$ cat config.mk
export PLATFORM = sky130hd
export DESIGN_NAME = plxy_recip
export DESIGN_NICKNAME = d
export VERILOG_FILES = /design/src/hw/rtl/plxy_pkg.sv /design/src/hw/rtl/plxy_recip.sv
export SDC_FILE = /design/constraint.sdc
export NUM_CORES = 2
export LEC_CHECK = 0
export BUFFER_PORTS_ARGS = -buffer_cell sky130_fd_sc_hd__clkbuf_2
export CORE_UTILIZATION = 50
export DETAILED_ROUTE_END_ITERATION = 16
export HOLD_SLACK_MARGIN = 0.02
export PLACE_DENSITY = 0.65
export SYNTH_ARGS = -nofsm -noshare
export SYNTH_HDL_FRONTEND = slang
export SYNTH_SLANG_ARGS = --single-unit
$ cat constraint.sdc
create_clock -name clk -period 3.55 [get_ports clk]
set_input_delay 0.71 -clock clk [delete_from_list [all_inputs] [get_ports clk]]
set_output_delay 0.71 -clock clk [all_outputs]
set_load 0.01 [all_outputs]
$ cat src/hw/rtl/plxy_pkg.sv
`timescale 1ns / 1ps

package plxy_pkg;

    localparam int TEMP_W              = 15;
    localparam int COORD_W             = 16;
    localparam int COORD_FRACTION_BITS = 16;
    localparam int U_FRAC              = 24;
    localparam int U_W                 = U_FRAC + 1;

    localparam logic [TEMP_W-1:0] T_MIN     = 15'd1000;
    localparam logic [TEMP_W-1:0] T_SPLIT_X = 15'd4000;
    localparam logic [TEMP_W-1:0] T_SPLIT_Y = 15'd2222;

    // 1000 * 2^24, reciprocal numerator
    localparam int                     DIV_NUM_W  = 34;
    localparam logic [DIV_NUM_W-1:0]   DIV_NUM    = 34'd1000 << U_FRAC;
    localparam int                     DIV_STAGES = U_W;

    localparam int COEF_W  = 31;
    localparam int PROD_W  = 2 * U_W;
    localparam int CPROD_W = COEF_W + U_W + 1;
    localparam int ACC_W   = 56;

    // divide-by-1e8 = shift by 8, then divide by 5^8 through a reciprocal
    localparam int                  COEF_SHIFT = 8;
    localparam int                  NQ_W       = 47;
    localparam int                  NQ_LO_W    = 24;
    localparam int                  NQ_HI_W    = NQ_W - NQ_LO_W;
    localparam int                  RECIP_W    = 32;
    localparam logic [RECIP_W-1:0]  RECIP_M    = 32'd2882303761;
    localparam int                  RECIP_SHIFT = 50;
    localparam int                  QE_SHIFT   = RECIP_SHIFT - NQ_LO_W;
    localparam int                  PH_W       = NQ_HI_W + RECIP_W;
    localparam int                  PL_W       = NQ_LO_W + RECIP_W;
    localparam int                  QSUM_W     = PL_W;
    localparam int                  Q_MAG_W    = 28;
    localparam int                  Q_W        = Q_MAG_W + 1;
    localparam int                  ODD_W      = 19;
    localparam logic [ODD_W-1:0]    SCALE_ODD  = 19'd390625;
    localparam int                  REM_LOW_W  = 21;
    localparam logic signed [ACC_W-1:0] HALF_SCALE = 56'sd50000000;

    localparam int CUBIC_STAGES = 11;

    localparam int ROUND_SHIFT = U_FRAC - COORD_FRACTION_BITS;
    localparam logic [Q_W:0] ROUND_HALF = ((Q_W + 1)'(1) << ROUND_SHIFT) >> 1;
    localparam logic [Q_W:0] COORD_MAX  = (Q_W + 1)'(16'hFFFF);

    typedef enum logic [2:0] {
        ROW_XA,
        ROW_XB,
        ROW_YA,
        ROW_YB,
        ROW_YC
    } coef_row_t;

    typedef enum logic [1:0] {
        COL_CUBE,
        COL_SQUARE,
        COL_LINEAR,
        COL_CONST
    } coef_col_t;

    typedef struct packed {
        logic valid;
        logic below_x_split;
        logic below_y_split;
    } tag_t;

    // coefficients in units of 1e-8
    function automatic logic signed [COEF_W-1:0] coef(coef_row_t row, coef_col_t col);
        logic signed [COEF_W-1:0] c_cube;
        logic signed [COEF_W-1:0] c_square;
        logic signed [COEF_W-1:0] c_linear;
        logic signed [COEF_W-1:0] c_const;
        case (row)
            ROW_XA:
            begin
                c_cube   = -31'sd26612390;
                c_square = -31'sd23435890;
                c_linear =  31'sd87769560;
                c_const  =  31'sd17991000;
            end
            ROW_XB:
            begin
                c_cube   = -31'sd302584690;
                c_square =  31'sd210703790;
                c_linear =  31'sd22263470;
                c_const  =  31'sd24039000;
            end
            ROW_YA:
            begin
                c_cube   = -31'sd110638140;
                c_square = -31'sd134811020;
                c_linear =  31'sd218555832;
                c_const  = -31'sd20219683;
            end
            ROW_YB:
            begin
                c_cube   = -31'sd95494760;
                c_square = -31'sd137418593;
                c_linear =  31'sd209137015;
                c_const  = -31'sd16748867;
            end
            ROW_YC:
            begin
                c_cube   =  31'sd308175800;
                c_square = -31'sd587338670;
                c_linear =  31'sd375112997;
                c_const  = -31'sd37001483;
            end
            default:
            begin
                c_cube   = '0;
                c_square = '0;
                c_linear = '0;
                c_const  = '0;
            end
        endcase
        case (col)
            COL_CUBE:   return c_cube;
            COL_SQUARE: return c_square;
            COL_LINEAR: return c_linear;
            COL_CONST:  return c_const;
            default:    return '0;
        endcase
    endfunction

    // Q24 signed to output fraction bits, rounded, clamped
    function automatic logic [COORD_W-1:0] to_coord(logic signed [Q_W-1:0] q);
        logic [Q_W:0] sum;
        logic [Q_W:0] scaled;
        sum    = {1'b0, q} + ROUND_HALF;
        scaled = sum >> ROUND_SHIFT;
        if (q < 0)
            return '0;
        else if (scaled > COORD_MAX)
            return '1;
        else
            return scaled[COORD_W-1:0];
    endfunction

endpackage

$ cat src/hw/rtl/plxy_recip.sv
`timescale 1ns / 1ps

// u = round(1000 * 2^24 / t), restoring division, one quotient bit per stage
module plxy_recip (
    input  logic                            clk,
    input  logic                            rst_n,
    input  logic                            ce,
    input  logic                            in_valid,
    input  logic [plxy_pkg::TEMP_W-1:0]     temperature,
    output plxy_pkg::tag_t                  out_tag,
    output logic [plxy_pkg::U_W-1:0]        u
);

    localparam int STAGES = plxy_pkg::DIV_STAGES;
    localparam int TW     = plxy_pkg::TEMP_W;
    localparam int QW     = plxy_pkg::U_W;

    plxy_pkg::tag_t   tag_reg [0:STAGES];
    logic [TW-1:0]    den_reg [0:STAGES];
    logic [TW-1:0]    rem_reg [0:STAGES];
    logic [QW-1:0]    num_reg [0:STAGES];
    logic [QW-1:0]    quo_reg [0:STAGES];

    logic [TW-1:0]    rem_next [1:STAGES];
    logic             bit_next [1:STAGES];

    logic [TW-1:0]                      den_next;
    logic [plxy_pkg::DIV_NUM_W-1:0]     num_full;
    plxy_pkg::tag_t                     tag_next;

    always_comb
    begin
        den_next = (temperature < plxy_pkg::T_MIN) ? plxy_pkg::T_MIN : temperature;
        num_full = plxy_pkg::DIV_NUM + plxy_pkg::DIV_NUM_W'(den_next >> 1);
        tag_next.valid         = in_valid;
        tag_next.below_x_split = den_next < plxy_pkg::T_SPLIT_X;
        tag_next.below_y_split = den_next < plxy_pkg::T_SPLIT_Y;
    end

    always_comb
    begin : div_steps
        logic [TW:0] shifted;
        logic [TW:0] diff;
        for (int k = 1; k <= STAGES; k++)
        begin
            shifted     = {rem_reg[k-1], num_reg[k-1][QW-1]};
            diff        = shifted - {1'b0, den_reg[k-1]};
            bit_next[k] = shifted >= {1'b0, den_reg[k-1]};
            rem_next[k] = bit_next[k] ? diff[TW-1:0] : shifted[TW-1:0];
        end
    end

    always_ff @(posedge clk or negedge rst_n)
    begin
        if (!rst_n)
        begin
            for (int k = 0; k <= STAGES; k++)
                tag_reg[k] <= '0;
        end
        else if (ce)
        begin
            tag_reg[0] <= tag_next;
            for (int k = 1; k <= STAGES; k++)
                tag_reg[k] <= tag_reg[k-1];
        end
    end

    always_ff @(posedge clk)
    begin
        if (ce)
        begin
            den_reg[0] <= den_next;
            rem_reg[0] <= TW'(num_full[plxy_pkg::DIV_NUM_W-1:QW]);
            num_reg[0] <= num_full[QW-1:0];
            quo_reg[0] <= '0;
            for (int k = 1; k <= STAGES; k++)
            begin
                den_reg[k] <= den_reg[k-1];
                rem_reg[k] <= rem_next[k];
                num_reg[k] <= {num_reg[k-1][QW-2:0], 1'b0};
                quo_reg[k] <= {quo_reg[k-1][QW-2:0], bit_next[k]};
            end
        end
    end

    assign out_tag = tag_reg[STAGES];
    assign u       = quo_reg[STAGES];

endmodule

== Word-level counts from Yosys, hierarchy flattened ==
Memory sizes are Yosys's and may differ from the RTL's.
Cells that the tools add are included.

* Flip-flop bits (word level): 78
* Bits in writable memories: 2080
* Bits of input ports: 19
* Output and inout bits: 28
* Word-level logic and storage cells: 164
* Memories: 4

{| class="wikitable"
|+ Memory list
! memory !! depth !! bits a word !! rd ports !! clocked after memory_dff !! wr ports !! RTL line !! RTL
|-
| num_reg || 26 || 25 || 25 || 0 || 26 || plxy_recip.sv:21 || <nowiki>logic [QW-1:0] num_reg [0:STAGES];</nowiki>
|-
| quo_reg || 26 || 25 || 26 || 0 || 26 || plxy_recip.sv:22 || <nowiki>logic [QW-1:0] quo_reg [0:STAGES];</nowiki>
|-
| den_reg || 26 || 15 || 25 || 0 || 26 || plxy_recip.sv:19 || <nowiki>logic [TW-1:0] den_reg [0:STAGES];</nowiki>
|-
| rem_reg || 26 || 15 || 25 || 0 || 26 || plxy_recip.sv:20 || <nowiki>logic [TW-1:0] rem_reg [0:STAGES];</nowiki>
|}

* $add $sub $neg: 26
* $lt $le $gt $ge: 28
* Muxes and demuxes: 28

{| class="wikitable"
|+ Operators with widths
! cell !! count
|-
| 16-bit by 15-bit >= comparator with 1-bit output || 25
|-
| 15-bit 2-to-1 mux || 26
|-
| 15-bit subtractor || 25
|-
| 30-bit by 15-bit adder with 31-bit output (first input constant) || 1
|-
| 15-bit by 12-bit < comparator with 1-bit output (second input constant) || 2
|-
| 15-bit by 10-bit < comparator with 1-bit output (second input constant) || 1
|-
| 1-bit 2-to-1 mux || 2
|}

== Longest topological paths before layout ==
* Word-level depth: 3
* Gate-level depth with buffers: 12
* Gate-level depth less buffers: 11

== Least setup slack after synthesis ==
OpenSTA, ideal clock, no wires.

* Path type: register -> register
* Start: mem den_reg[7][11] (netlist name)
* End: mem rem_reg[0][231] (netlist name), data pin
* Setup time: 0.260 ns
* Arrival: 2.604 ns
* Data required time: 3.290 ns
* Slack: 0.686 ns
* Stages on the path, launching flop included: 13
* Period minus slack after synthesis: 2.864 ns
* Cells stage by stage: edfxtp_1 > inv_1 > ha_1 > inv_1 > fa_1 > a211oi_1 > o21a_1 > nor2_1 > a211o_1 > a21bo_2 > buf_2 > buf_2 > mux2_2

{| class="wikitable"
|+ RTL lines
! item !! RTL line
|-
| start: declaration || plxy_recip.sv:19
|-
| end: declaration || plxy_recip.sv:20
|}

==> flow_summary.yaml <==
synth:
  ys_ff_latch: 1138
  yosysSeqAreaShare: 0.574
  synth_cell_types: 71
  synth_area_leaders: "edfxtp_1 (54%), ha_1 (7.7%), mux2_2 (4.7%)"
  syn_area_um2: 58800
  ys.warnings.count: 0
  ys_dominant_reg_cell: "edfxtp_1"
  synth_edf_count: 1060
  synth_top_area_cell: "edfxtp_1"
  synthMostInstantiatedCell: "edfxtp_1"
  syn-instance-count: 4863
  synth_top_area_frac: 0.541
  synth_async_sr_flop_share: 0.0685
  yosys-top-cells-count: "edfxtp_1 (1060), inv_1 (518), nor2_1 (424)"
  synth_area_per_cell_um2: 12.1
timing:
  min_period_over_period: 0.922
  slew_violations: 0
  min_period_ps: 3270
  hold_ws_ps: 127
  grt_setup_unrepaired: "false"
  worstMarginPinSlew_ps: 1210
  fmax_mhz: 305
  setup_tns_ps: 0
  slew-limit-headroom: 0.194
  hold_viol_final: 0
  final-setup-viol-count: 0
  fin_worst_skew_ps: 49.1
global_route:
  grt_pass1_vias: 35400
  grt_pass1_wl_um: 188000
  grt_use_met1: 0.271
  use_met2: 0.326
  overflow: 0
  grt_max_degree: 112
  met3_usage: 0.0272
  antenna_found_initial: 1
  grtUsageTotal: 0.197
  grt.busiest_layer: "met2"
cts:
  cts_setup_buffers: 0
  cts.path.max_buffers: 3
  htree_levels: 3
  cts_buffers: 119
  clk_latency_ps: 740
  clk_pin_slew_worst_paths_ps: 60
  cts_resized: 0
  clkSinkCount: 1138
  cts_root_buf: "clkbuf_16"
  cts_tree: "built"
  cts_hold_repair.buffers: 0
pwr:
  power_frac_seq: 0.364
  switching_power_mw: 20.4
  p_sw_frac: 0.353
  power_density_nw_per_um2: 884
  peakVddDrop_mv: 0.459
  leakage_nw: 26.2
  pwr-share-comb: 0.412
  clkPwrFrac: 0.224
  p_int_mw: 37.3
worst_setup_path:
  start_kind: "flip-flop"
  path_buf_inv: 3
  critPathMaxFanout: 22
  path_common_cell: "inv_1"
  slowest_delay_ps: 690
  slowest_stage: "a2111oi_0"
  crit_arrival_ps: 3740
  critPathTopFamily: "compound AO/OA/AOI/OAI gates"
  cp-end-kind: "flip-flop"
  critical_path.cell_chain: "inv_1 > ha_1 > inv_1 > fa_1 > a21oi_1 > o211ai_1 > a2111oi_0 > o31ai_4 > buf_4 > a31o_2"
  cp_data_required_time_ps: 4020
  critPathKind: "flip-flop to flip-flop"
route:
  firstDrtPassIters: 6
  drtAntennaViolNets: 0
  wirelength_um: 117000
  drt_iter0_drc: 2850
  num_vias: 37000
  routedWlPerCell_um: 17.8
  drc: 0
  vias_per_cell: 5.62
floorplan:
  die_h_um: 345
  pin_count: 47
  core_um2: 116000
  die-area_um2: 119000
  start_util: 0.505
  rows: 125
  die_x_um: 345
final_layout:
  drive_above_1_share: 0.116
  largest_reg_flops: 370
  final_nets: 5363
  area_growth_syn_to_layout_pct: 11.1
  diodes: 0
placed_design:
  gp_congestion: 0.889
  port_buffers: 46
  dp_hpwl_um: 84500
status:
  outcome: "finished clean"
job:
  drv_cap: 0
worst_hold_path:
  hp-class: "input pin to async pin"
==> cells by family (layout without fill, tap and decap cells) <==
logic type                 after synthesis  after routing  synth area share
AOI/OAI and AO/OA                     1141           1141             0.128
xor gates and xnor gates               222            222            0.0331
adders and majority gates              384            384            0.0846
buffers and inverters                  649            849            0.0421
DFF                                   1138           1138             0.574
muxes                                  273            273            0.0517
other                                    1              3         0.0000638
and+or+nand+nor                       1055           1055            0.0857
==> placed cells by master, fill, tap and decap left out, types with 66 or more instances in the layout <==
cell type | netlist | final
ha_1 | 361 | 361
nor2_1 | 424 | 424
a21oi_1 | 311 | 311
o21ai_0 | 198 | 198
xnor2_1 | 156 | 156
mux2_2 | 244 | 244
a21o_1 | 101 | 101
nand2_1 | 187 | 187
edfxtp_1 | 1060 | 1060
dfrtp_1 | 78 | 78
clkbuf_16 | 0 | 120
inv_1 | 518 | 518
nand4_1 | 89 | 89
xor2_1 | 66 | 66
==> per-stage QoR <==
step	cell area [um2]	utilization	std cells	setup WS, ps	power, mW
2_1_floorplan	58800	-	4865	686	38.7
3_3_place_gp	61100	0.525	6363	320	44.5
3_5_place_dp	61100	0.525	6363	300	44.8
4_1_cts	65300	0.561	6589	264	58.0
5_1_grt	65300	0.561	6589	3.62	61.6
6_report	65300	0.561	6589	276	57.7
==> area by class of cell <==
cell class,count,area (um2)
inverters,518,1940
clock inverters,82,1040
well taps,1524,1910
fillers,9642,51100
repair buffers,105,836
multi-input cells,3078,22700
flip-flops and latches,1138,33800
clock buffers,144,3130
==> path summary, 6_finish.rpt <==
kind | start | to | slack [ps] | depth (start not counted)
min | rst_n | tag_reg[70]$_DFFE_PN0P_ | 130 | 1
min reg2reg | quo_reg[19][6]$_DFFE_PP_ | quo_reg[20][7]$_DFFE_PP_ | 390 | 0
max | num_reg[1][99]$_DFFE_PP_ | rem_reg[0][194]$_DFFE_PP_ | 280 | 10
min in group clk | in_valid | tag_reg[77]$_DFFE_PN0P_ | 210 | 2
max reg2reg | num_reg[1][99]$_DFFE_PP_ | rem_reg[0][194]$_DFFE_PP_ | 280 | 10
max in group asynchronous | rst_n | tag_reg[43]$_DFFE_PN0P_ | 2830 | 1
==> metal layers <==
layer | vias to the layer above | wire, um
met5 | - | 0
li1 | 18300 | -
met3 | 189 | 4680
met2 | 748 | 56000
met4 | 0 | 2740
met1 | 17800 | 53900
==> power groups by stage <==
stage                     clock network, mW  logic [mW]  registers, mW
after CTS                              13.3        23.6           21.1
after global placement                    0        23.2           21.3
after detailed placement                  0        23.4           21.3
after global routing                   13.8        26.4           21.3
after floorplan                           0        18.4           20.3
final                                  12.9        23.8           21.0
Note: power is estimated with default switching activity, not from simulation.
